$ cat src/design/c3zp_ram.sv
// ============================================================================
// c3zp_ram: generic simple dual-port RAM
// One write port and one read port with registered read data. A read of the
// address being written in the same cycle returns the old contents.
// ============================================================================
`default_nettype none

module c3zp_ram #(
    parameter int DATA_W = 8,
    parameter int DEPTH  = 16,
    localparam int AW    = (DEPTH > 1) ? $clog2(DEPTH) : 1
) (
    input  wire logic              i_clk,
    input  wire logic              i_we,
    input  wire logic [AW-1:0]     i_waddr,
    input  wire logic [DATA_W-1:0] i_wdata,
    input  wire logic              i_re,
    input  wire logic [AW-1:0]     i_raddr,
    output      logic [DATA_W-1:0] o_rdata
);

    logic [DATA_W-1:0] r_mem [DEPTH];
    logic [DATA_W-1:0] r_rdata;

    always_ff @(posedge i_clk) begin
        if (i_we) begin
            r_mem[i_waddr] <= i_wdata;
        end
        if (i_re) begin
            r_rdata <= r_mem[i_raddr];
        end
    end

    assign o_rdata = r_rdata;

endmodule

`default_nettype wire

$ cat config.mk
export PLATFORM = sky130hd
export DESIGN_NAME = c3zp_ram
export DESIGN_NICKNAME = d
export VERILOG_FILES = /design/src/design/c3zp_ram.sv
export SDC_FILE = /design/constraint.sdc
export NUM_CORES = 1
export LEC_CHECK = 0
export BUFFER_PORTS_ARGS = -buffer_cell sky130_fd_sc_hd__buf_2
export CAP_MARGIN = 10
export CORE_MARGIN = 2
export CORE_UTILIZATION = 50
export CTS_CLUSTER_DIAMETER = 200
export DETAILED_ROUTE_END_ITERATION = 10
export HOLD_SLACK_MARGIN = 0.1
export PLACE_DENSITY_LB_ADDON = 0.05
export RECOVER_POWER = 50
export SYNTH_ARGS = -nofsm -noshare
export SYNTH_HDL_FRONTEND = slang
export SYNTH_SLANG_ARGS = --single-unit
$ cat constraint.sdc
create_clock -name i_clk -period 5.7 [get_ports i_clk]
set_input_delay 1.425 -clock i_clk [delete_from_list [all_inputs] [get_ports i_clk]]
set_output_delay 1.425 -clock i_clk [all_outputs]
set_load 0.005 [all_outputs]
# Word-level counts from Yosys, hierarchy flattened
# Memory sizes are Yosys's and may differ from the RTL's. A register that Yosys moved wholly into a read port is not among the register bits.
# Index checks and enable logic that the tools add are counted.
[word_totals]
regBits = 0
ramBits = 128
inputBits = 19
out_inout_bits = 8
n_memories = 1
[op_classes]
mux = 2
[memory_table]
columns = ["memory", "words", "width", "rd", "rd_ports_with_merged_regs", "wr", "line", "rtl"]
rows = [
  ["r_mem", 16, 8, 1, 1, 1, "22", "logic [DATA_W-1:0] r_mem [DEPTH];"],
]
[op_table]
columns = ["cell", "count"]
rows = [
  ["$mux 1", 2],
]

# Logic depth before layout (Yosys ltp)
[logic_depth]
ltp_word = 2
ltp_mapped = 5
depth_no_buf = 3

# Least setup slack after synthesis
# OpenSTA, ideal clock, no wires.
[synth_timing]
path_kind = "input port to flip-flop"
startpoint = "in i_waddr[2]"
endpoint = "mem r_mem[0][0], enable pin"
t_arrival_ps = 2535
required_ps = 5317
slack_ps = 2782
cell_stages = 2
n_path_buf = 0
path_cell_list = "or3b_2 nor3_1"
[synth_lines]
columns = ["item", "line", "rtl"]
rows = [
  ["start: declaration", "15", "input wire logic [AW-1:0] i_waddr,"],
  ["end: declaration", "22", ""],
]
# Straight into the memory's write port.

==> impl_metrics.sql <==
INSERT INTO impl_metrics (metric_group, metric, value, unit) VALUES
('status', 'outcome', 'completed', ''),
('die', 'fp-row-count', '37', ''),
('setup_path', 'worst_r2r_endpoint', 'o_rdata[3]$_DFFE_PP_', ''),
('sta', 'min_period_over_period', '54.32', '%'),
('synthesis', 'yosys.cell_types.count', '18', ''),
('place', 'port_buffers', '26', ''),
('pwr', 'maximum_vdd_ir_drop', '252.6', 'µV'),
('synthesis', 'synth-warning-count', '0', ''),
('grt', 'globalRoute.totalOverflow', '0', ''),
('synthesis', 'post_synth_and_or_nand_nor_area_fraction', '3.135', '%'),
('cts', 'post_cts_resize_count', '0', ''),
('sta', 'final_critical_path_time_including_i_o_delays_and_setup', '3.096', 'ns'),
('sta', 'grt_setup_unrepaired', 'false', ''),
('cts', 'clockRootBuffer', 'sky130_fd_sc_hd__clkbuf_8', ''),
('route', 'route.detailed.drc', '0', ''),
('setup_path', 'reg_to_reg_start', 'r_mem[5][3]$_DFFE_PP_', ''),
('synthesis', 'synth_nets', '248', ''),
('route', 'final_antenna_net_count', '0', ''),
('route', 'wire_per_inst', '24.35', 'µm'),
('setup_path', 'worst_path_max_delay_cell', 'sky130_fd_sc_hd__buf_2', ''),
('min_path', 'worstHoldPathType', 'flop to flop', ''),
('synthesis', 'seq_area_frac_synth', '78.12', '%'),
('sta', 'final_hold_viol_count', '0', ''),
('cts', 'holdBufCountCts', '0', ''),
('route', 'detailedRoute.firstPassIterationCount', '4', ''),
('synthesis', 'synthXorXnorAreaFrac', '0', '%'),
('setup_path', 'worst_r2r_path_depth', '3', ''),
('sta', 'tns', '0', 'ns'),
('setup_path', 'crit_end', 'o_rdata[4]$_DFFE_PP_', ''),
('cts', 'cts_tree', 'built', ''),
('sta', 'worst_slew_pin_slew', '1.126', 'ns'),
('final_layout', 'stdcell_area', '5995', 'µm²'),
('setup_path', 'critical_path_class', 'input port to flop', ''),
('die', 'initial_core_util', '51.09', '%'),
('setup_path', 'path_cells', 'buf_2 > mux4_1 > a22oi_1 > nand2_1', ''),
('sta', 'finalClockSkew', '0.006657', 'ns'),
('setup_path', 'reg2reg_setup_slack', '4.17', 'ns'),
('synthesis', 'synthesis.instances', '229', ''),
('run', 'max_cap_violations', '0', ''),
('sta', 'finalSetupViolations', '0', ''),
('synthesis', 'synth.ff_latch_count', '136', ''),
('die', 'design.portCount', '27', ''),
('setup_path', 'capturing_element_type_of_the_critical_path', 'flop', ''),
('sta', 'fmax', '323.0', 'MHz'),
('setup_path', 'crit_path_max_incr_delay', '0.83', 'ns'),
('cts', 'clock_sinks', '136', ''),
('route', 'average_vias_per_placed_instance', '5.839', ''),
('synthesis', 'synthAdderAreaFrac', '0', '%'),
('route', 'detail_route.wirelength', '10.11', 'mm'),
('synthesis', 'synth.avg_cell_area', '22.83', 'µm²'),
('cts', 'clkSlewWorstSetupHoldPaths', '0.06', 'ns'),
('pwr', 'powerDensity', '370.0', 'nW/µm²'),
('cts', 'post_cts_buffers', '0', ''),
('final_layout', 'filler_cell_count', '769', ''),
('final_layout', 'most-common-layout-cells', 'sky130_fd_sc_hd__edfxtp_1, sky130_fd_sc_hd__mux4_2, sky130_fd_sc_hd__a22oi_1, sky130_fd_sc_hd__clkbuf_16, sky130_fd_sc_hd__buf_2', ''),
('grt', 'first_global_vias', '2547', ''),
('grt', 'grt_first_pass_wirelength', '15.54', 'mm'),
('final_layout', 'diodes', '0', ''),
('grt', 'grt_util_all_layers', '20.00', '%'),
('die', 'dieArea', '11290', 'µm²'),
('grt', 'grt_antenna_before_repair', '0', ''),
('synthesis', 'synth_compound_gate_area_share', '2.298', '%'),
('setup_path', 'required_arrival_time_at_the_worst_endpoint', '5.95', 'ns'),
('setup_path', 'setup.worst_path.start_class', 'input port', ''),
('die', 'die-width', '106.3', 'µm'),
('cts', 'cts_htree_levels', '4', ''),
('setup_path', 'worstPathArrival', '3.34', 'ns'),
('place', 'finalWeightedCongestion', '0.7238', ''),
('place', 'placed_wire_length_estimate', '6.148', 'mm'),
('synthesis', 'main_combinational_cell_family_by_area_after_synthesis', 'multiplexers', ''),
('cts', 'insertion_delay', '0.51', 'ns');
[Yosys cell counts]
| cell type | instances | share of area (%) |
|---|---|---|
| sky130_fd_sc_hd__nand2_1 | 9 | 0.65 |
| sky130_fd_sc_hd__buf_6 | 3 | 0.65 |
| sky130_fd_sc_hd__buf_4 | 1 | 0.14 |
| sky130_fd_sc_hd__and2_1 | 1 | 0.12 |
| sky130_fd_sc_hd__a22oi_1 | 16 | 2.3 |
| sky130_fd_sc_hd__or3b_2 | 1 | 0.17 |
| sky130_fd_sc_hd__nor3_1 | 4 | 0.38 |
| sky130_fd_sc_hd__and2b_1 | 1 | 0.14 |
| sky130_fd_sc_hd__buf_2 | 3 | 0.29 |
| sky130_fd_sc_hd__clkdlybuf4s25_2 | 3 | 0.57 |
| sky130_fd_sc_hd__nand2b_1 | 2 | 0.24 |
| sky130_fd_sc_hd__mux4_2 | 18 | 7.8 |
| sky130_fd_sc_hd__nor2b_1 | 1 | 0.12 |
| sky130_fd_sc_hd__nand3b_1 | 2 | 0.29 |
| sky130_fd_sc_hd__edfxtp_1 | 136 | 78 |
| sky130_fd_sc_hd__nand3_1 | 1 | 0.096 |
| sky130_fd_sc_hd__mux4_1 | 14 | 7.0 |
| sky130_fd_sc_hd__nor2_1 | 13 | 0.93 |
[cells by family after synthesis]
kind of cell    after synthesis
compound gates               16
simple gates                 35
mux                          32
buf+inv                      10
flops                       136
[area by class of cell]
class | instances | area (µm²) | share of cell area (%)
timing repair buffer | 28 | 128.9 | 2.150
tap | 136 | 170.2 | 2.839
clock buffer | 18 | 417.9 | 6.971
sequential | 136 | 4084 | 68.13
multi-input combinational | 83 | 1067 | 17.80
clock inverter | 14 | 126.4 | 2.108
[power breakdown]
group          switching, W  total (W)  internal (W)
combinational     0.0000585  0.0000964     0.0000379
clock              0.000410   0.000989      0.000579
sequential       0.00000554    0.00113       0.00113
[worst min path at each step]
stage | startpoint | to | slack, ns | cells after the start
after floorplan | r_mem[7][0]$_DFFE_PP_ | o_rdata[0]$_DFFE_PP_ | 0.70 | 3
after global placement | r_mem[8][1]$_DFFE_PP_ | o_rdata[1]$_DFFE_PP_ | 0.73 | 3
after detailed placement | r_mem[15][1]$_DFFE_PP_ | o_rdata[1]$_DFFE_PP_ | 0.74 | 3
after CTS | r_mem[8][5]$_DFFE_PP_ | o_rdata[5]$_DFFE_PP_ | 0.75 | 3
after global routing | r_mem[8][5]$_DFFE_PP_ | o_rdata[5]$_DFFE_PP_ | 0.77 | 3
final | r_mem[8][5]$_DFFE_PP_ | o_rdata[5]$_DFFE_PP_ | 0.75 | 3
[per-stage QoR]
step | hold WS [ns] | instances | power [W] | setup WS (ns)
finish | 0.7530 | 415 | 0.002218 | 2.604
global route | 0.7735 | 415 | 0.002291 | 2.504
CTS | 0.7536 | 415 | 0.002234 | 2.567
detailed placement | 0.7384 | 383 | 0.001253 | 2.035
global placement | 0.7339 | 383 | 0.001251 | 2.039
floorplan | 0.7048 | 229 | 0.001209 | 2.782
[routing by layer]
layer  track usage, %  vias up  routed length (µm)
li1                 -     1065                   -
met1            29.25     1271                4623
met2            30.49       78                4874
met3            4.537        9                 520
met4            6.203        0                  88
met5                0        -                   0
[sequential cells by signal (all words and copies together), names as in the netlist]
name,count
o_rdata,8
r_mem,128
[critical path, delay by kind of cell]
kind                   cells  cell delay (ns)
muxes                      1             0.65
AOI/OAI and AO/OA          1             0.32
and+or+nand+nor            1             0.09
buffers and inverters      1             0.83
Power figures use the tool's default switching activity.
