**config.mk**
```make
export PLATFORM = sky130hd
export DESIGN_NAME = c3zp_accum_flat
export DESIGN_NICKNAME = d
export VERILOG_FILES = /design/src/design/c3zp_pkg.sv /design/src/design/c3zp_res_if.sv /design/src/design/c3zp_accum.sv /design/src/flat_wrapper.sv
export SDC_FILE = /design/constraint.sdc
export NUM_CORES = 1
export LEC_CHECK = 0
export ABC_AREA = 1
export BUFFER_PORTS_ARGS = -buffer_cell sky130_fd_sc_hd__buf_2
export CAP_MARGIN = 15
export CORE_ASPECT_RATIO = 1.4
export CORE_MARGIN = 8
export CORE_UTILIZATION = 49
export CTS_CLUSTER_DIAMETER = 200
export DETAILED_ROUTE_END_ITERATION = 6
export GPL_ROUTABILITY_DRIVEN = 0
export GPL_TIMING_DRIVEN = 1
export PLACE_DENSITY = 0.71
export SLEW_MARGIN = 25
export SYNTH_ARGS = -nofsm -noshare
export SYNTH_HDL_FRONTEND = slang
export SYNTH_SLANG_ARGS = --single-unit
```
**constraint.sdc**
```tcl
create_clock -name i_clk -period 5.7 [get_ports i_clk]
set_clock_uncertainty 0.1 [all_clocks]
set_input_delay 1.14 -clock i_clk [delete_from_list [all_inputs] [get_ports i_clk]]
set_output_delay 1.14 -clock i_clk [all_outputs]
set_load 0.1 [all_outputs]
```
**src/design/c3zp_pkg.sv**
```systemverilog
// ============================================================================
// c3zp_pkg: shared constants and types of the 3x3 RGB convolution filter
// Geometry limits, field widths, configuration register indexes and the
// control words that travel between the filter's pipeline stages.
// ============================================================================
`default_nettype none

package c3zp_pkg;

    // Geometry and coefficient format.
    localparam int MAX_WIDTH  = 1024;
    localparam int MAX_HEIGHT = 4096;
    localparam int COEF_BITS  = 16;

    // Fixed field widths.
    localparam int CH_W       = 8;
    localparam int NCH        = 3;
    localparam int PIX_W      = NCH * CH_W;
    localparam int SLOT_W     = 16;
    localparam int NROW       = 3;
    localparam int NCOL       = 3;
    localparam int NTAP       = NROW * NCOL;
    localparam int COEF_ROW_W = NCOL * SLOT_W;
    localparam int WCFG_W     = 11;
    localparam int HCFG_W     = 13;
    localparam int CFG_IDX_W  = 3;
    localparam int CFG_DATA_W = 48;
    localparam int FRAC_BITS  = 7;

    // Derived widths.
    localparam int ADDR_W  = $clog2(MAX_WIDTH);
    localparam int ROW_W   = $clog2(MAX_HEIGHT);
    localparam int WID_W   = $clog2(MAX_WIDTH + 1);
    localparam int HGT_W   = $clog2(MAX_HEIGHT + 1);
    localparam int PEND_W  = $clog2(MAX_WIDTH + 2);
    localparam int RAM_W   = 2 * PIX_W;
    localparam int PROD_W  = CH_W + SLOT_W;
    localparam int SUM_W   = PROD_W + $clog2(NTAP);

    // Reset values of the configuration registers.
    localparam int RESET_WIDTH  = (MAX_WIDTH < 1024) ? MAX_WIDTH : 1024;
    localparam int RESET_HEIGHT = (MAX_HEIGHT < 1024) ? MAX_HEIGHT : 1024;
    localparam logic [COEF_ROW_W-1:0] COEF_TOP_RESET = '0;
    localparam logic [COEF_ROW_W-1:0] COEF_MID_RESET = 48'h0000_0080_0000;
    localparam logic [COEF_ROW_W-1:0] COEF_BOT_RESET = '0;

    typedef enum logic [CFG_IDX_W-1:0] {
        CFG_IMAGE_WIDTH  = 3'd0,
        CFG_IMAGE_HEIGHT = 3'd1,
        CFG_COEF_TOP     = 3'd2,
        CFG_COEF_MID     = 3'd3,
        CFG_COEF_BOTTOM  = 3'd4
    } t_cfg_idx;

    typedef logic [PIX_W-1:0]                     t_pix;
    typedef logic [NROW-1:0][COEF_ROW_W-1:0]      t_coef_rows;
    typedef logic [PROD_W-1:0]                    t_prod;
    typedef t_prod [NCH-1:0][NTAP-1:0]            t_prods;

    // Decisions made for an item when it is accepted.
    typedef struct packed {
        logic              keep_pix;
        logic              emit;
        logic              last;
        logic              wrap;
        logic              top_zero;
        logic              bot_zero;
        logic              left_zero;
        logic              right_zero;
        logic [ADDR_W-1:0] addr;
    } t_item_ctl;

    // Line store write request.
    typedef struct packed {
        logic              we;
        logic [ADDR_W-1:0] addr;
        logic [RAM_W-1:0]  data;
    } t_ram_wr;

    // Products of one output pixel on their way to the adder stage.
    typedef struct packed {
        logic   last;
        t_prods prods;
    } t_prod_word;

endpackage

`default_nettype wire

```
**src/design/c3zp_res_if.sv**
```systemverilog
// ============================================================================
// c3zp_res_if: filtered pixel output channel
// Valid/ready channel that carries one filtered pixel and its end-of-frame flag.
// ============================================================================
`default_nettype none

interface c3zp_res_if import c3zp_pkg::*; ();
    logic            valid;
    logic            ready;
    logic [CH_W-1:0] out_r;
    logic [CH_W-1:0] out_g;
    logic [CH_W-1:0] out_b;
    logic            out_last;

    modport source (output valid, output out_r, output out_g, output out_b,
                    output out_last, input ready);
    modport sink   (input valid, input out_r, input out_g, input out_b,
                    input out_last, output ready);
endinterface

`default_nettype wire

```
**src/design/c3zp_accum.sv**
```systemverilog
// ============================================================================
// c3zp_accum: product summation, scaling and clipping
// Adds the nine products of each channel, scales by 1/128 toward zero,
// clips to 0..255 and holds the result word for the output channel.
// ============================================================================
`default_nettype none

module c3zp_accum import c3zp_pkg::*; (
    input  wire logic       i_clk,
    input  wire logic       i_rst_n,
    input  wire logic       i_load,
    input  wire t_prod_word i_word,
    output      logic       o_s2_free,
    c3zp_res_if.source      res
);

    logic                       r_s2_v;
    t_prod_word                 r_s2_word;
    logic                       r_out_v;
    logic [NCH-1:0][CH_W-1:0]   r_out_ch, n_out_ch;
    logic                       r_out_last;

    logic                       out_free;
    logic                       out_load;
    logic signed [SUM_W-1:0]    sum;

    // Negative sums clip to zero, so truncation toward zero reduces to a
    // shift of non-negative values.
    function automatic logic [CH_W-1:0] clip_sum(input logic signed [SUM_W-1:0] s);
        logic [CH_W-1:0] q;
        if (s[SUM_W-1]) begin
            q = '0;
        end else if (|s[SUM_W-2:FRAC_BITS+CH_W]) begin
            q = '1;
        end else begin
            q = s[FRAC_BITS +: CH_W];
        end
        return q;
    endfunction

    assign out_free  = !r_out_v || res.ready;
    assign out_load  = r_s2_v && out_free;
    assign o_s2_free = !r_s2_v || out_free;

    always_comb begin
        sum = '0;
        for (int ch = 0; ch < NCH; ch++) begin
            sum = '0;
            for (int k = 0; k < NTAP; k++) begin
                sum = sum + SUM_W'($signed(r_s2_word.prods[ch][k]));
            end
            n_out_ch[ch] = clip_sum(sum);
        end
    end

    always_ff @(posedge i_clk) begin
        if (!i_rst_n) begin
            r_s2_v  <= 1'b0;
            r_out_v <= 1'b0;
        end else begin
            if (i_load) begin
                r_s2_v <= 1'b1;
            end else if (out_load) begin
                r_s2_v <= 1'b0;
            end
            if (out_load) begin
                r_out_v <= 1'b1;
            end else if (res.ready) begin
                r_out_v <= 1'b0;
            end
        end
    end

    always_ff @(posedge i_clk) begin
        if (i_load) begin
            r_s2_word <= i_word;
        end
        if (out_load) begin
            r_out_ch   <= n_out_ch;
            r_out_last <= r_s2_word.last;
        end
    end

    assign res.valid    = r_out_v;
    assign res.out_r    = r_out_ch[0];
    assign res.out_g    = r_out_ch[1];
    assign res.out_b    = r_out_ch[2];
    assign res.out_last = r_out_last;

endmodule

`default_nettype wire

```
**src/flat_wrapper.sv**
```systemverilog
// flat-port wrapper written by rule: the top's interface ports become plain ports
module c3zp_accum_flat import c3zp_pkg::*;
  (i_clk, i_rst_n, i_load, i_word, o_s2_free, res_valid, res_out_r, res_out_g, res_out_b, res_out_last, res_ready);
  c3zp_res_if res_i ();
  input  wire logic i_clk;
  input  wire logic i_rst_n;
  input  wire logic i_load;
  input  wire t_prod_word i_word;
  output      logic o_s2_free;
  output wire logic [$bits(res_i.valid)-1:0] res_valid;
  output wire logic [$bits(res_i.out_r)-1:0] res_out_r;
  output wire logic [$bits(res_i.out_g)-1:0] res_out_g;
  output wire logic [$bits(res_i.out_b)-1:0] res_out_b;
  output wire logic [$bits(res_i.out_last)-1:0] res_out_last;
  input wire logic [$bits(res_i.ready)-1:0] res_ready;
  assign res_valid = res_i.valid;
  assign res_out_r = res_i.out_r;
  assign res_out_g = res_i.out_g;
  assign res_out_b = res_i.out_b;
  assign res_out_last = res_i.out_last;
  assign res_i.ready = res_ready;
  c3zp_accum u_core (.i_clk(i_clk), .i_rst_n(i_rst_n), .i_load(i_load), .i_word(i_word), .o_s2_free(o_s2_free), .res(res_i));
endmodule
```
; Word level (Yosys, flattened, before mapping)
; Index checks and enable logic that the tools add are counted.
[op_classes]
muxes = 7
addsub = 24
n_reduce_logical = 10
[ops]
columns = op, count
row1 = $add A28 B24 Y28, 18
row2 = $add A25 B24 Y26, 3
row3 = $add A24 B24 Y25, 3
row4 = $reduce_or A12 Y1, 3
row5 = $mux W8, 3
row6 = $mux W1, 4
row7 = $reduce_bool A2 Y1, 2
row8 = $logic_not A1 Y1, 2
row9 = $logic_or A1 B1 Y1, 2
row10 = $logic_and A1 B1 Y1, 1
[totals]
wordCells = 75
register_bits = 676
input_bits = 653
output_inout_bits = 27

; Logic depth before layout (Yosys ltp)
[depth]
word_depth = 10
mapped_depth = 38
mapped_depth_nobuf = 38

; Least setup slack after synthesis
; OpenSTA, ideal clock, no wires.
[synth_path]
path_kind = register to register
from = register u_core.r_s2_word[25] (netlist bit)
to = register u_core.r_out_ch, in the netlist u_core.res.out_r[0], data pin
t_required_ns = 5.328
arrival_ns = 5.916
period_less_slack_ns = 6.287
setup_slack_ns = -0.587
stages_incl_launch_ff = 30
setup_ns = 0.272
path_buffers = 0
cell_sequence = edfxtp_1 -> inv_1 -> fa_1 -> inv_1 -> ha_1 -> inv_1 -> fa_1 -> nand3b_1 -> nand2_1 -> a21oi_1 -> o21ai_1 -> a21oi_1 -> o21ai_1 -> nand2_1 -> nand2_1 -> xor2_1 -> fa_1 -> inv_1 -> fa_1 -> fa_1 -> fa_1 -> inv_1 -> ha_1 -> a21oi_1 -> o21ai_0 -> a21oi_1 -> nand3_1 -> a21oi_1 -> xor2_1 -> nor2_1
[synth_between]
elab_chain_len = 10
[synth_rtl]
columns = element, line_no
row1 = from (decl), c3zp_accum.sv:18  ; t_prod_word r_s2_word;
row2 = from (signal assigned), c3zp_accum.sv:76  ; r_s2_word <= i_word;
row3 = $add A24 B24 Y25 *, c3zp_accum.sv:50  ; sum = sum + SUM_W'($signed(r_s2_word.prods[ch][k]));
row4 = $add A25 B24 Y26 *, c3zp_accum.sv:50
row5 = $add A28 B24 Y28 * (6 in a row), c3zp_accum.sv:50
row6 = $reduce_or A12 Y1, c3zp_accum.sv:33  ; end else if (|s[SUM_W-2:FRAC_BITS+CH_W]) begin
row7 = $mux W8, c3zp_accum.sv:33
row8 = to (signal assigned), c3zp_accum.sv:79  ; r_out_ch <= n_out_ch;
row9 = to (decl), c3zp_accum.sv:20  ; logic [NCH-1:0][CH_W-1:0] r_out_ch, n_out_ch;
; Mark *: on every way between the ends. The rest lies on a longest branch, timed or not.
; A chain may end at the register's enable or synchronous reset.

; Worst setup path in the final report
[layout_path]
from = register u_core.r_s2_word[1] (netlist bit)
to = register u_core.r_out_ch, in the netlist u_core.res.out_r[7], data pin
; The elaborated chain is that of the path after synthesis.

==> reports/qor.csv <==
metric,value,unit
period_minus_slack,6.734,ns
critical-path-max-stage-delay,0.58,ns
final_layout_size_suffix_gt1_share,33.09,%
synthTopCellsByCount,"sky130_fd_sc_hd__inv_1 (840), sky130_fd_sc_hd__edfxtp_1 (674), sky130_fd_sc_hd__nand2_1 (560)",
crit_family,adder cells,
vias_per_inst,4.972,
wl_per_cell,19.96,um
synthSimpleGateAreaFrac,9.135,%
numPortBuffers,679,
synthesis.nets,4661,
htreeDepth,3,
ys_warn_count,0,
worst_ep_arrival_time,6.99,ns
yosys.area_share.xor_xnor,2.436,%
asr_flop_ratio_synth,0,%
postRouteWirelength,113600,um
synthesized_instance_count,3399,
syn2layout_area_growth,29.11,%
synthAdderAreaFrac,27.18,%
globalRouteOverflowTotal,0,
drt_iter0_drc,2123,
critPathLaunch,u_core.r_s2_word[1],
floorplan.initialDensity,49.19,%
dp_worst_setup_slack,-1.327,ns
synth.distinct_cells,37,
drc,0,
yosys.area.top_type_share,49.82,%
synth.most_common_cell,sky130_fd_sc_hd__inv_1,
grtUsageTotal,24.31,%
fraction_of_the_mapped_netlist_area_in_compound_gates,3.554,%
cts-hold-fix-buffers,0,
cts_inserted_buffers,68,
chipWidth,259.4,um
timing.critical_path.slowest_stage_cell,sky130_fd_sc_hd__fa_1,
capturing_element_type_of_the_critical_path,flip-flop,
top_flip_flop_cell_by_instance_count_after_synthesis,sky130_fd_sc_hd__edfxtp_1,
synthDominantAreaCellType,sky130_fd_sc_hd__edfxtp_1,
floorplan.die_area,0.09251,sq mm
data_required_time_at_the_worst_endpoint,5.96,ns
number_of_antenna_violations_at_the_first_check_in_global_routing,20,
failing_checks,setup timing,
worst_skew_pair.late_latency,0.61,ns
clk_root_buffer_cell,sky130_fd_sc_hd__clkbuf_16,
cts_tree,built,
post-dp-hpwl,92050,um
path_category_of_the_worst_min_delay_check,flip-flop to flip-flop,
detailroute.via_count,28305,
finalHoldViolations,0,
core.rowCount,125,
synth.area.top_cells,"sky130_fd_sc_hd__edfxtp_1 (50%), sky130_fd_sc_hd__fa_1 (22%), sky130_fd_sc_hd__inv_1 (7.8%)",
syn_area,0.04062,sq mm
postLayoutSetupSlackWorst,-1.034,ns
global_route_wire_length_before_repair,171500,um
proportion_of_synthesized_area_in_mux_cells,0,%
ys_seq_area_share,49.92,%
fin_crit_sh,118.1,%
first_pass_iters,5,
relSlewSlack,37.70,%
synth-edff-count,674,
timing.final.setup_violations,24,
hold_path_startpoint,u_core.r_s2_word[648],
worst_r2r_startpoint,u_core.r_s2_word[1],
final_instance_area,0.05245,sq mm
clkTransAtPathRegs,0.06,ns
dominant_combinational_cell_family_by_area_after_synthesis,adder cells,
run_status,finished with violations,
worst_pin_slew,0.9345,ns
maxCapViolCount,0,
synth.ff_latch_count,676,
critical_path_peak_fanout,8,
first_global_vias,31471,
core,0.08258,sq mm
max_clock_freq,148.5,MHz
final_max_slew_viol_count,0,
critical_path.startpoint_type,flip-flop,
avgSynthCellArea,11.95,sq um
top_level_ports,680,
final_nets,5811,
worst-path-buf-inv,6,
fp.dieH,356.7,um
placed_cell_area,0.04861,sq mm
grt_max_degree,115,
cts-root-to-sink-buffers,3,
route.antenna.remaining_nets,0,
unrepaired_setup_endpoints_after_global_routing,yes,
clock_sinks,676,
critPathKind,flip-flop to flip-flop,
==> placed cells by master (no fill, tap or decap), drive strengths merged, types with 49 or more instances in the layout <==
| cell | n |
|---|---|
| a21oi | 151 |
| clkbuf | 82 |
| fa | 456 |
| inv | 848 |
| edfxtp | 674 |
| ha | 153 |
| buf | 1080 |
| nand2 | 563 |
| o21ai | 60 |
| nand3 | 111 |
| xor2 | 61 |
| nor2 | 164 |
| xnor2 | 49 |
==> kinds of logic after synthesis <==
group                      count (synthesis)
DFF                                      676
adders and majority gates                609
xor gates and xnor gates                 110
AOI/OAI and AO/OA                        263
buffers and inverters                    841
and+or+nand+nor                          900
==> registers in the layout (all words and copies together) (netlist names) <==
signal and cells:
u_core.res.valid 1, u_core.r_s2_word 649, u_core.res.out_g 8, u_core.r_s2_v 1
u_core.res.out_r 8, u_core.res.out_last 1, u_core.res.out_b 8
==> cell type report <==
| class | count | area (sq um) |
|---|---|---|
| antenna | 15 | 37.54 |
| clock buffer | 82 | 1795 |
| clock inverter | 38 | 396.6 |
| fill | 6206 | 30130 |
| inverter | 841 | 3159 |
| multi-input combinational | 1882 | 18890 |
| sequential | 676 | 20280 |
| tap | 1079 | 1350 |
| timing repair buffer | 1080 | 6538 |
==> stage by stage <==
| stage | util, % | cells | hold WS (ns) | TNS, ns |
|---|---|---|---|---|
| 6_report | 63.52 | 5693 | 0.3546 | -21.76 |
| 5_1_grt | 63.50 | 5687 | 0.3679 | -29.14 |
| 4_1_cts | 62.53 | 5663 | 0.3644 | -20.48 |
| 2_1_floorplan | - | 3399 | 0.3003 | -6.853 |
| 3_3_place_gp | 58.83 | 5532 | 0.3280 | -25.01 |
| 3_5_place_dp | 58.86 | 5533 | 0.3395 | -26.71 |
==> per-layer routing <==
| metal | share of wire [%] | track usage [%] | wire length, um |
|---|---|---|---|
| met1 | 36 | 27.08 | 40350 |
| met2 | 52 | 44.00 | 59070 |
| met3 | 7.2 | 5.121 | 8171 |
| met4 | 5.2 | 11.31 | 5927 |
| met5 | 0.085 | 0 | 97 |
==> repair_timing <==
action / in CTS / in global routing
resized for setup: 176 / 160
setup endpoints to repair: 24 / 24
buffers inserted: 11 / 16
pin swaps: 65 / 82
==> path summary, 6_finish.rpt <==
path / endpoint / slack [ns] / cells after the start
min reg2reg: u_core.res.out_last / 0.35 / 0
max reg2reg: u_core.res.out_r[7] / -1.03 / 33
min: u_core.res.out_last / 0.35 / 0
max: u_core.res.out_r[7] / -1.03 / 33
Power is not shown: default switching activity piles up to over one toggle a cycle in this logic, so the estimate is an artifact.
