==> src/design/c3zp_pkg.sv <==
// ============================================================================
// c3zp_pkg: shared constants and types of the 3x3 RGB convolution filter
// Geometry limits, field widths, configuration register indexes and the
// control words that travel between the filter's pipeline stages.
// ============================================================================
`default_nettype none

package c3zp_pkg;

    // Geometry and coefficient format.
    localparam int MAX_WIDTH  = 1024;
    localparam int MAX_HEIGHT = 4096;
    localparam int COEF_BITS  = 16;

    // Fixed field widths.
    localparam int CH_W       = 8;
    localparam int NCH        = 3;
    localparam int PIX_W      = NCH * CH_W;
    localparam int SLOT_W     = 16;
    localparam int NROW       = 3;
    localparam int NCOL       = 3;
    localparam int NTAP       = NROW * NCOL;
    localparam int COEF_ROW_W = NCOL * SLOT_W;
    localparam int WCFG_W     = 11;
    localparam int HCFG_W     = 13;
    localparam int CFG_IDX_W  = 3;
    localparam int CFG_DATA_W = 48;
    localparam int FRAC_BITS  = 7;

    // Derived widths.
    localparam int ADDR_W  = $clog2(MAX_WIDTH);
    localparam int ROW_W   = $clog2(MAX_HEIGHT);
    localparam int WID_W   = $clog2(MAX_WIDTH + 1);
    localparam int HGT_W   = $clog2(MAX_HEIGHT + 1);
    localparam int PEND_W  = $clog2(MAX_WIDTH + 2);
    localparam int RAM_W   = 2 * PIX_W;
    localparam int PROD_W  = CH_W + SLOT_W;
    localparam int SUM_W   = PROD_W + $clog2(NTAP);

    // Reset values of the configuration registers.
    localparam int RESET_WIDTH  = (MAX_WIDTH < 1024) ? MAX_WIDTH : 1024;
    localparam int RESET_HEIGHT = (MAX_HEIGHT < 1024) ? MAX_HEIGHT : 1024;
    localparam logic [COEF_ROW_W-1:0] COEF_TOP_RESET = '0;
    localparam logic [COEF_ROW_W-1:0] COEF_MID_RESET = 48'h0000_0080_0000;
    localparam logic [COEF_ROW_W-1:0] COEF_BOT_RESET = '0;

    typedef enum logic [CFG_IDX_W-1:0] {
        CFG_IMAGE_WIDTH  = 3'd0,
        CFG_IMAGE_HEIGHT = 3'd1,
        CFG_COEF_TOP     = 3'd2,
        CFG_COEF_MID     = 3'd3,
        CFG_COEF_BOTTOM  = 3'd4
    } t_cfg_idx;

    typedef logic [PIX_W-1:0]                     t_pix;
    typedef logic [NROW-1:0][COEF_ROW_W-1:0]      t_coef_rows;
    typedef logic [PROD_W-1:0]                    t_prod;
    typedef t_prod [NCH-1:0][NTAP-1:0]            t_prods;

    // Decisions made for an item when it is accepted.
    typedef struct packed {
        logic              keep_pix;
        logic              emit;
        logic              last;
        logic              wrap;
        logic              top_zero;
        logic              bot_zero;
        logic              left_zero;
        logic              right_zero;
        logic [ADDR_W-1:0] addr;
    } t_item_ctl;

    // Line store write request.
    typedef struct packed {
        logic              we;
        logic [ADDR_W-1:0] addr;
        logic [RAM_W-1:0]  data;
    } t_ram_wr;

    // Products of one output pixel on their way to the adder stage.
    typedef struct packed {
        logic   last;
        t_prods prods;
    } t_prod_word;

endpackage

`default_nettype wire

==> src/design/c3zp_cfg_if.sv <==
// ============================================================================
// c3zp_cfg_if: configuration write channel
// Valid/ready channel that carries a register index and its write data.
// ============================================================================
`default_nettype none

interface c3zp_cfg_if import c3zp_pkg::*; ();
    logic                  valid;
    logic                  ready;
    logic [CFG_IDX_W-1:0]  index;
    logic [CFG_DATA_W-1:0] data;

    modport source (output valid, output index, output data, input ready);
    modport sink   (input valid, input index, input data, output ready);
endinterface

`default_nettype wire

==> src/design/c3zp_ctrl.sv <==
// ============================================================================
// c3zp_ctrl: configuration registers and frame position tracking
// Holds geometry and coefficients, tracks input and output positions, and
// decides for each accepted word whether it completes an output pixel.
// ============================================================================
`default_nettype none

module c3zp_ctrl import c3zp_pkg::*; (
    input  wire logic   i_clk,
    input  wire logic   i_rst_n,
    c3zp_cfg_if.sink    cfg,
    input  wire logic   i_accept,
    input  wire logic   i_func,
    output t_item_ctl   o_ctl,
    output t_coef_rows  o_coef
);

    logic [WID_W-1:0]  r_width,   n_width;
    logic [HGT_W-1:0]  r_height,  n_height;
    t_coef_rows        r_coef,    n_coef;
    logic [ADDR_W-1:0] r_in_col,  n_in_col;
    logic [HGT_W-1:0]  r_in_row,  n_in_row;
    logic [ADDR_W-1:0] r_out_col, n_out_col;
    logic [ROW_W-1:0]  r_out_row, n_out_row;
    logic [PEND_W-1:0] r_pending, n_pending;

    logic              cfg_we;
    logic [WCFG_W-1:0] cfg_w;
    logic [HCFG_W-1:0] cfg_h;
    logic [ADDR_W-1:0] cur_col;
    logic              in_row_end;
    logic              in_frame;
    logic              emit;
    logic              out_col_end;
    logic              out_row_end;
    logic              last;
    logic              restart;

    assign cfg.ready = 1'b1;
    assign cfg_we    = cfg.valid && cfg.ready;
    assign cfg_w     = cfg.data[WCFG_W-1:0];
    assign cfg_h     = cfg.data[HCFG_W-1:0];

    always_comb begin
        cur_col     = (WID_W'(r_in_col) < r_width) ? r_in_col : '0;
        in_row_end  = (WID_W'(cur_col) + WID_W'(1)) >= r_width;
        in_frame    = r_in_row < r_height;
        emit        = (r_pending >= (PEND_W'(r_width) + PEND_W'(1)))
                      && (HGT_W'(r_out_row) < r_height);
        out_col_end = (WID_W'(r_out_col) + WID_W'(1)) >= r_width;
        out_row_end = (HGT_W'(r_out_row) + HGT_W'(1)) >= r_height;
        last        = out_col_end && out_row_end;

        o_ctl.keep_pix   = !i_func && in_frame;
        o_ctl.emit       = emit;
        o_ctl.last       = last;
        o_ctl.wrap       = (cur_col == '0);
        o_ctl.top_zero   = (r_out_row == '0);
        o_ctl.bot_zero   = out_row_end;
        o_ctl.left_zero  = (r_out_col == '0);
        o_ctl.right_zero = out_col_end;
        o_ctl.addr       = cur_col;
    end

    assign o_coef = r_coef;

    always_comb begin
        n_width   = r_width;
        n_height  = r_height;
        n_coef    = r_coef;
        n_in_col  = r_in_col;
        n_in_row  = r_in_row;
        n_out_col = r_out_col;
        n_out_row = r_out_row;
        n_pending = r_pending;
        restart   = 1'b0;

        if (cfg_we) begin
            case (t_cfg_idx'(cfg.index))
                CFG_IMAGE_WIDTH: begin
                    if (cfg_w == '0) begin
                        n_width = WID_W'(1);
                    end else if (cfg_w > MAX_WIDTH) begin
                        n_width = WID_W'(MAX_WIDTH);
                    end else begin
                        n_width = WID_W'(cfg_w);
                    end
                    restart = 1'b1;
                end
                CFG_IMAGE_HEIGHT: begin
                    if (cfg_h == '0) begin
                        n_height = HGT_W'(1);
                    end else if (cfg_h > MAX_HEIGHT) begin
                        n_height = HGT_W'(MAX_HEIGHT);
                    end else begin
                        n_height = HGT_W'(cfg_h);
                    end
                    restart = 1'b1;
                end
                CFG_COEF_TOP:    n_coef[0] = cfg.data[COEF_ROW_W-1:0];
                CFG_COEF_MID:    n_coef[1] = cfg.data[COEF_ROW_W-1:0];
                CFG_COEF_BOTTOM: n_coef[2] = cfg.data[COEF_ROW_W-1:0];
                default: ;
            endcase
        end else if (i_accept) begin
            if (emit) begin
                if (last) begin
                    restart = 1'b1;
                end else if (out_col_end) begin
                    n_out_col = '0;
                    n_out_row = r_out_row + ROW_W'(1);
                end else begin
                    n_out_col = r_out_col + ADDR_W'(1);
                end
            end else begin
                n_pending = r_pending + PEND_W'(1);
            end
            if (!(emit && last)) begin
                if (in_row_end) begin
                    n_in_col = '0;
                    // The row count stops at the frame height; only "inside
                    // the frame or not" matters past that point.
                    if (in_frame) begin
                        n_in_row = r_in_row + HGT_W'(1);
                    end
                end else begin
                    n_in_col = cur_col + ADDR_W'(1);
                end
            end
        end

        if (restart) begin
            n_in_col  = '0;
            n_in_row  = '0;
            n_out_col = '0;
            n_out_row = '0;
            n_pending = '0;
        end
    end

    always_ff @(posedge i_clk) begin
        if (!i_rst_n) begin
            r_width   <= WID_W'(RESET_WIDTH);
            r_height  <= HGT_W'(RESET_HEIGHT);
            r_coef    <= {COEF_BOT_RESET, COEF_MID_RESET, COEF_TOP_RESET};
            r_in_col  <= '0;
            r_in_row  <= '0;
            r_out_col <= '0;
            r_out_row <= '0;
            r_pending <= '0;
        end else begin
            r_width   <= n_width;
            r_height  <= n_height;
            r_coef    <= n_coef;
            r_in_col  <= n_in_col;
            r_in_row  <= n_in_row;
            r_out_col <= n_out_col;
            r_out_row <= n_out_row;
            r_pending <= n_pending;
        end
    end

endmodule

`default_nettype wire

==> src/flat_wrapper.sv <==
// flat-port wrapper written by rule: the top's interface ports become plain ports
module c3zp_ctrl_flat import c3zp_pkg::*;
  (i_clk, i_rst_n, i_accept, i_func, o_ctl, o_coef, cfg_valid, cfg_index, cfg_data, cfg_ready);
  c3zp_cfg_if cfg_i ();
  input  wire logic i_clk;
  input  wire logic i_rst_n;
  input  wire logic i_accept;
  input  wire logic i_func;
  output t_item_ctl o_ctl;
  output t_coef_rows o_coef;
  input wire logic [$bits(cfg_i.valid)-1:0] cfg_valid;
  input wire logic [$bits(cfg_i.index)-1:0] cfg_index;
  input wire logic [$bits(cfg_i.data)-1:0] cfg_data;
  output wire logic [$bits(cfg_i.ready)-1:0] cfg_ready;
  assign cfg_i.valid = cfg_valid;
  assign cfg_i.index = cfg_index;
  assign cfg_i.data = cfg_data;
  assign cfg_ready = cfg_i.ready;
  c3zp_ctrl u_core (.i_clk(i_clk), .i_rst_n(i_rst_n), .cfg(cfg_i), .i_accept(i_accept), .i_func(i_func), .o_ctl(o_ctl), .o_coef(o_coef));
endmodule
==> config.mk <==
export PLATFORM = sky130hd
export DESIGN_NAME = c3zp_ctrl_flat
export DESIGN_NICKNAME = d
export VERILOG_FILES = /design/src/design/c3zp_pkg.sv /design/src/design/c3zp_cfg_if.sv /design/src/design/c3zp_ctrl.sv /design/src/flat_wrapper.sv
export SDC_FILE = /design/constraint.sdc
export NUM_CORES = 1
export LEC_CHECK = 0
export BUFFER_PORTS_ARGS = -buffer_cell sky130_fd_sc_hd__buf_2
export CORE_MARGIN = 2
export CORE_UTILIZATION = 40
export CTS_CLUSTER_SIZE = 12
export DETAILED_ROUTE_END_ITERATION = 8
export PLACE_DENSITY = 0.75
export SETUP_SLACK_MARGIN = 0.15
export SLEW_MARGIN = 20
export SYNTH_ARGS = -nofsm -noshare
export SYNTH_HDL_FRONTEND = slang
export SYNTH_SLANG_ARGS = --single-unit
==> constraint.sdc <==
create_clock -name i_clk -period 4.25 [get_ports i_clk]
set_input_delay 0.85 -clock i_clk [delete_from_list [all_inputs] [get_ports i_clk]]
set_output_delay 0.85 -clock i_clk [all_outputs]
set_load 0.01 [all_outputs]
# ---- Word-level counts from Yosys, hierarchy flattened
# Cells that the tools add are included.
dict set report totals {
  romBits 0
  latchBits 0
  ramBits 0
  memories 0
  inputBits 56
  elab_cells 72
  ff_bits 224
  output_inout_bits 163
}
dict set report op_classes {
  n_eq_ne 4
  div 0
  n_shift 0
  muxes 12
  mul 0
  n_bitwise 5
  reduce_logical 23
  add_sub_neg 9
  order_cmp 9
}
# operator count
set op_table {}
lappend op_table {{greater-or-equal comparator 11 bit} 3}
lappend op_table {{two-way mux 10 bit} 3}
lappend op_table {{two-way mux 13 bit} 2}
lappend op_table {{adder 10 x 1 -> 11 bit (second input constant)} 2}
lappend op_table {{adder 11 x 1 -> 11 bit (second input constant)} 2}
lappend op_table {{two-way mux 11 bit} 2}
lappend op_table {{adder 10 x 1 -> 10 bit (second input constant)} 2}
lappend op_table {{logical NOT 10 bit} 2}
lappend op_table {{adder 12 x 1 -> 13 bit (second input constant)} 1}
lappend op_table {{adder 13 x 1 -> 13 bit (second input constant)} 1}
lappend op_table {{greater-or-equal comparator 13 bit} 1}
lappend op_table {{greater-than comparator 13 bit (second input constant)} 1}
lappend op_table {{logical NOT 13 bit} 1}
lappend op_table {{< comparator 12 x 13 -> 1 bit} 1}
lappend op_table {{< comparator 13 bit} 1}
lappend op_table {{adder 12 x 1 -> 12 bit (second input constant)} 1}
lappend op_table {{logical NOT 12 bit} 1}
lappend op_table {{greater-than comparator 11 bit (second input constant)} 1}
lappend op_table {{logical NOT 11 bit} 1}
lappend op_table {{< comparator 10 x 11 -> 1 bit} 1}
lappend op_table {{AND reduction 2 bit} 5}
lappend op_table {{AND reduction 5 bit} 2}
lappend op_table {{equality test 3 x 2 -> 1 bit (second input constant)} 2}
lappend op_table {{AND reduction 3 bit} 2}
lappend op_table {{other kinds (9)} 21}

# ---- Longest topological paths before layout
# Gate-level depths: netlist of the first run.
dict set report logic_depth {
  ltp_word 8
  ltp_mapped 23
  depth_no_buf 22
}

# ---- Least setup slack after synthesis of the first run
# Ideal clock, no wire load.
dict set report synth_path {
  kind {register -> register}
  from {reg u_core.r_width[4]}
  to {reg u_core.r_in_row[4]}
  arrival_ns 4.242
  setup_time_ns 0.072
  period_less_slack_ns 4.314
  setup_slack_ns -0.064
  stages_incl_launch_ff 24
  cell_sequence {dfxtp_1 inv_1 ha_1 a21oi_1 o21ai_1 a2111oi_4 a221o_1 clkbuf_1 and2_1 ha_1 inv_1 nor2_1 nand4_1 xor2_1 nor2_1 ha_1 nand2_1 nor2_1 nand2_1 o21ai_1 buf_2 nand2_1 nor4_2 mux2i_1}
}
# item line
set synth_lines {}
lappend synth_lines {{start, declared} c3zp_ctrl.sv:18} ;# logic [WID_W-1:0] r_width, n_width;
lappend synth_lines {{start signal, assigned} c3zp_ctrl.sv:143} ;# r_width <= WID_W'(RESET_WIDTH);
lappend synth_lines {{start signal, assigned} c3zp_ctrl.sv:152} ;# r_width <= n_width;
lappend synth_lines {{end signal, assigned} c3zp_ctrl.sv:156} ;# r_in_row <= n_in_row;
lappend synth_lines {{end, declared} c3zp_ctrl.sv:22} ;# logic [HGT_W-1:0] r_in_row, n_in_row;

# ---- Worst setup path after layout of the first run
dict set report layout_path {
  from {reg u_core.r_width[8]}
  to {reg u_core.r_in_col[8]}
}
dict set report layout_via {
  elab_chain_len 7
  elab_cells_between_ends 19
}
# item line
set layout_lines {}
lappend layout_lines {{branches (longest 7 deep; another with < comparator 10 x 11 -> 1 bit)} --}
lappend layout_lines {{end signal, assigned} c3zp_ctrl.sv:155} ;# r_in_col <= n_in_col;
lappend layout_lines {{end, declared} c3zp_ctrl.sv:21} ;# logic [ADDR_W-1:0] r_in_col, n_in_col;
# Several ways; the timed one is not identified.
# A chain may end at the register's enable or synchronous reset.

==> impl_metrics.toml, run 1 <==
[sta]
fin_crit_ns = 4.21
fin_skew_ns = 0.0102
final-setup-viol-count = 0
period_share = 0.991
drv_slew = 0
worst_pin_slew_ns = 1.07
hold_viol_final = 0
fmax_ghz = 0.237
grt_setup_unrepaired = "yes"
relSlewSlack = 0.286
finalSetupTns_ns = 0

[setup_path]
endpoint_kind = "flop"
r2r_start = "u_core.r_width[8]"
cp.arrival_ns = 4.66
startpoint_type = "flop"
critical_path_required_ns = 4.70
critPathKind = "reg2reg"
slowest_stage = "or4_1"
critPathMaxFanout = 3
cpPeakStageDelay_ns = 0.42
reg2regPathDepth = 22
r2r_slack_ns = 0.04
r2r_end = "u_core.r_in_col[8]"
crit_start = "u_core.r_width[8]"
critical_path.endpoint = "u_core.r_in_col[8]"
path_cells = "inv_2 > ha_4 > a21o_1 > a2111oi_4 > a221o_1 > nand2_2 > inv_2 > ha_4 > inv_4 > nor2_4 > nand4_1 > buf_4 > buf_4 > buf_4 > buf_4 > buf_4 > buf_4 > buf_4 > buf_4 > or3_1 > or4_1 > a21oi_1"
timing.critical_path.mode_cell = "buf_4"

[drt]
num_vias = 11100
drc = 0
wirelength_mm = 35.6
drt_first_pass_iters = 5
avgViaCountPerCell = 5.41
antenna_left = 0
drt_iter0_markers = 615
wl_per_cell_um = 17.3

[logic_synthesis]
synthesis.area_sq_um = 11300
avgSynthCellArea_sq_um = 7.98
yosys_most_used_dff = "dfxtp_1"
ys_warn_count = 0
ys_seq_area_frac = 0.396
synth_cell_types = 67
syn-instance-count = 1419
syn_nets = 1563
synth-seq-cells = 224
synth-edff-count = 0
synthArstFlopShare = 0

[cts]
cts_buffers = 25
cts_max_path_buffers = 3
cts-root-buf = "clkbuf_16"
cts_tree = "built"
insertion_delay_ns = 0.53
ctsHtreeMaxLevel = 1
clk_pin_slew_ns = 0.06
clkSinkCount = 224

[global_routing]
grt_overflow = 0
grt_pass1_wl_mm = 53.7
grt_pass1_vias = 10300
grt.total_usage = 0.224
grt_max_degree = 81
antenna_found_initial = 2

[die]
core_area_sq_um = 27900
start_util = 0.407
dieHeight_um = 172
chipWidth_um = 172
num_rows = 61
die_area_sq_um = 29700
ios = 219

[power_and_ir_drop]
p_per_area_nw_per_um2 = 327
power_leakage_nw = 6.01
ir_drop_v = 0.000293
total_power_mw = 4.73

[cells_and_area]
final_cell_mix = "nand2_1 (334), buf_2 (217), dfxtp_1 (209)"
layout-drive-gt1-share = 0.268
final_common_cell = "nand2_1"
nNetsFinal = 1809
fillCellCount = 2597
syn2layout_area_growth_pct = 27.7
antenna_cells = 0

[min_path]
hold_path.startpoint = "u_core.o_coef[11]"
hold_depth = 2
min_path_type = "reg2reg"

[flow_run]
timing.max_cap.violations = 0

[place]
hpwlAfterDp_mm = 24.3
numPortBuffers = 217
place_congestion = 0.931

[status]
status = "completed"
[critical path: cells and delay by family (launching register included)]
kind / cells / cell delay, ns
simple gates: 5 / 1.12
flops: 1 / 0.34
buf+inv: 11 / 1.26
compound gates: 4 / 1.03
fa+ha+maj: 2 / 0.37
[final cells by class]
cell class / count / area (sq um) / share of cell area
clock buffers: 35 / 693 / 0.0479
clock inverters: 8 / 146 / 0.0101
inverters: 44 / 173 / 0.0119
multi-input cells: 1066 / 6680 / 0.462
well taps: 378 / 473 / 0.0327
repair buffers: 304 / 1780 / 0.123
flip-flops and latches: 224 / 4520 / 0.312
[sequential cells by signal, summed over array words and instances (netlist names)]
signal / cells
u_core.r_in_col: 10
u_core.o_coef: 144
u_core.r_pending: 11
u_core.r_out_row: 12
u_core.r_out_col: 10
u_core.r_width: 11
u_core.r_height: 13
u_core.r_in_row: 13
[per-layer routing]
layer	track usage	vias up	wire length, um
li1	-	5368	-
met1	0.285	5292	14600
met2	0.377	408	17100
met3	0.0597	77	3010
met4	0.0585	4	860
met5	0	-	21
[cell usage after synthesis (all sizes together), types with 23 or more instances]
cell    count  area [sq um]
a21oi     208          1040
buf        23           138
clkbuf     62           233
dfxtp     224          4480
ha         88          1100
inv        43           161
nand2     337          1260
nand3      56           280
nor2       55           206
o21ai      44           231
xnor2      27           236
[repair_timing]
action	4_1_cts	5_1_grt
pin swaps	21	38
setup endpoints to repair	22	27
cloned	0	0
gates resized for setup	37	64
endpoints found under the hold margin	0	0
hold buffers	0	0
setup buffers	18	25
[power breakdown]
| part | switching, mW | internal, mW | total (mW) |
|---|---|---|---|
| logic | 0.219 | 0.113 | 0.332 |
| registers | 0.0198 | 2.13 | 2.15 |
| clock network | 0.877 | 1.37 | 2.25 |
[worst min path at each step]
stage | end | slack (ns)
finish | u_core.o_coef[11] | 0.45
global route | u_core.o_coef[11] | 0.47
CTS | u_core.o_coef[35] | 0.45
detailed placement | u_core.o_coef[35] | 0.44
global placement | u_core.o_coef[101] | 0.44
floorplan | u_core.r_height[11] | 0.46
[stage by stage]
step           worst slack, ns  utilization  hold slack, ns  std cells  area [sq um]
2_1_floorplan            0.185            -           0.457       1419         11300
3_3_place_gp             0.100        0.463           0.439       1973         12900
3_5_place_dp           -0.0305        0.463           0.443       1973         12900
4_1_cts                  0.168        0.503           0.451       2034         14000
5_1_grt                -0.0826        0.519           0.467       2059         14500
6_report                0.0384        0.519           0.450       2059         14500
[cell families (layout without fill, tap and decap cells)]
group,count (synthesis),count (layout),share of synthesized area
multiplexers,16,16,0.0141
buffers and inverters,129,391,0.0473
adder cells (fa/ha/maj),89,89,0.0981
XOR/XNOR,42,42,0.0325
AND/OR/NAND/NOR,603,603,0.251
other,1,1,0.000331
AO/OA/AOI/OAI,315,315,0.161
flip-flops,224,224,0.396
(Power assumes the default switching activity.)
==> inputs of run 2 (changes only) <==
- CORE_UTILIZATION: 40 -> 51
- PLACE_DENSITY: 0.75 -> 0.89
- RECOVER_POWER: default -> 25
==> run 2 against run 1 <==
Core utilization grew 13 points; power shrank 4.7%; routed wire length grew 4.7%; final cell count shrank 5.6%; sequential share of layout area grew 0.82 points; combinational power is essentially flat; maximum frequency shrank 0.19%; largest power group is now sequential cells; sequential cell count is the same; critical path depth shrank 8.
==> impl_metrics.toml, run 2 (synthesis gave the netlist of run 1 again) <==
[status]
status = "completed"

[power_and_ir_drop]
p_comb_frac = 0.074
power_leakage_nw = 5.48
seq_power_share = 0.477
p_sw_mw = 1.10
ir_drop_v = 0.000359
p_sw_frac = 0.244
p_per_area_nw_per_um2 = 320
p_int_mw = 3.41
clkPwrFrac = 0.449

[setup_path]
critPathKind = "reg2out"
r2r_end = "u_core.r_in_row[3]"
reg2regPathDepth = 21
cp.arrival_ns = 3.37
r2r_start = "u_core.r_width[2]"
critPathMaxFanout = 5
crit_start = "u_core.r_out_row[1]"
critical_path_required_ns = 3.40
critical_path.endpoint = "o_ctl[15]"
startpoint_type = "flop"
r2r_slack_ns = 0.09
endpoint_kind = "primary output"

[sta]
finalSetupTns_ns = 0
drv_slew = 0
fin_skew_ns = 0.0213
worst_pin_slew_ns = 1.11
fin_crit_ns = 4.22
setup_ws_ns = 0.0302
relSlewSlack = 0.259
fmax_ghz = 0.237
period_share = 0.993
hold_viol_final = 0
grt_setup_unrepaired = "yes"
final-setup-viol-count = 0

[global_routing]
grt_pass1_wl_mm = 54.5
grt_overflow = 0
grt_max_degree = 93
grt_pass1_vias = 11000
grt.total_usage = 0.278
antenna_found_initial = 2

[cts]
ctsHtreeMaxLevel = 1
cts_max_path_buffers = 3
insertion_delay_ns = 0.52
clk_pin_slew_ns = 0.06
clkSinkCount = 224
cts_tree = "built"
cts_buffers = 25
cts-root-buf = "clkbuf_16"

[drt]
antenna_left = 0
wirelength_mm = 37.3
drc = 0
num_vias = 11600
wl_per_cell_um = 19.2
avgViaCountPerCell = 5.96
drt_iter0_markers = 1022
drt_first_pass_iters = 7

[place]
place_congestion = 0.901
hpwlAfterDp_mm = 23.7
numPortBuffers = 217
preCtsSetupSlack_ns = -0.0417

[cells_and_area]
syn2layout_area_growth_pct = 24.6
layout-drive-gt1-share = 0.204
final_cell_mix = "nand2_1 (334), dfxtp_1 (206), a21oi_1 (198)"
nNetsFinal = 1791
largest_reg_flops = 144
final_common_cell = "nand2_1"

[die]
chipWidth_um = 153
die_area_sq_um = 23400
ios = 219
num_rows = 54
core_area_sq_um = 21800
dieHeight_um = 153
start_util = 0.519

[min_path]
min_path_type = "reg2reg"
hold_path.startpoint = "u_core.o_coef[109]"

[flow_run]
timing.max_cap.violations = 0
## run 2: cell count changes in the layout (fill, tap and decap cells not counted), sizes merged, moves of 2 or more
| cell | before | now |
|---|---|---|
| buf | 304 | 190 |
| bufinv | 4 | 1 |
| clkbuf | 35 | 130 |
| diode | 0 | 2 |
| clkinv | 2 | 4 |
## run 2: power groups by stage
stage / clock, mW / sequential [mW] / combinational [mW]
2_1_floorplan: 0 / 2.21 / 0.159
3_3_place_gp: 0 / 2.20 / 0.304
3_5_place_dp: 0 / 2.20 / 0.312
4_1_cts: 2.03 / 2.15 / 0.317
5_1_grt: 2.14 / 2.15 / 0.357
6_report: 2.03 / 2.15 / 0.332
## run 2: critical path, stage by stage, from the launching register on
cell and delay, ns:
dfxtp_4 0.40, ha_4 0.18, nand3_4 0.10, inv_2 0.08, and3_4 0.19, nand3_4 0.09, or2_4 0.27, xnor2_1 0.13
ha_1 0.34, and4_1 0.25, nor4b_2 0.24, o31ai_1 0.13, and3_4 0.25, nor2_4 0.09, buf_2 0.13
## run 2: cell type report
class / instances / area (sq um)
antenna: 2 / 5.00
clock buffer: 34 / 679
clock inverter: 7 / 68.8
fill: 1693 / 7710
inverter: 44 / 173
multi-input combinational: 1066 / 6790
sequential: 224 / 4520
tap: 280 / 350
timing repair buffer: 286 / 1520
## run 2: layer usage
metal  routed length, um  share of wire  track usage  up-vias
li1                    -              -            -     5340
met1               13900           0.37        0.329     5393
met3                3860           0.10       0.0703      149
met5                   0              0            0        -
met4                1760          0.047        0.116        0
met2               17800           0.48        0.479      701
## run 2: worst min path at each step
| stage | slack, ns | cells past startpoint | to |
|---|---|---|---|
| finish | 0.45 | 2 | u_core.o_coef[109] |
| CTS | 0.45 | 2 | u_core.o_coef[5] |
| floorplan | 0.46 | 2 | u_core.r_height[11] |
| detailed placement | 0.44 | 2 | u_core.o_coef[128] |
| global placement | 0.44 | 2 | u_core.o_coef[29] |
| global route | 0.47 | 2 | u_core.o_coef[5] |
## run 2: metrics by stage
stage / area, sq um / util / hold WS [ns] / power [mW] / std cells
6_report: 14100 / 0.647 / 0.454 / 4.51 / 1943
3_3_place_gp: 12800 / 0.586 / 0.439 / 2.50 / 1876
2_1_floorplan: 11300 / - / 0.457 / 2.37 / 1419
5_1_grt: 14100 / 0.647 / 0.468 / 4.65 / 1943
3_5_place_dp: 12800 / 0.586 / 0.444 / 2.51 / 1876
4_1_cts: 13700 / 0.627 / 0.452 / 4.50 / 1923
## run 2: repair_timing
item                                    CTS  global route
buffers inserted                          6            18
resized for setup                        26            95
hold buffers                              0             0
pin swaps                                14            36
endpoints found under the setup margin   26            28
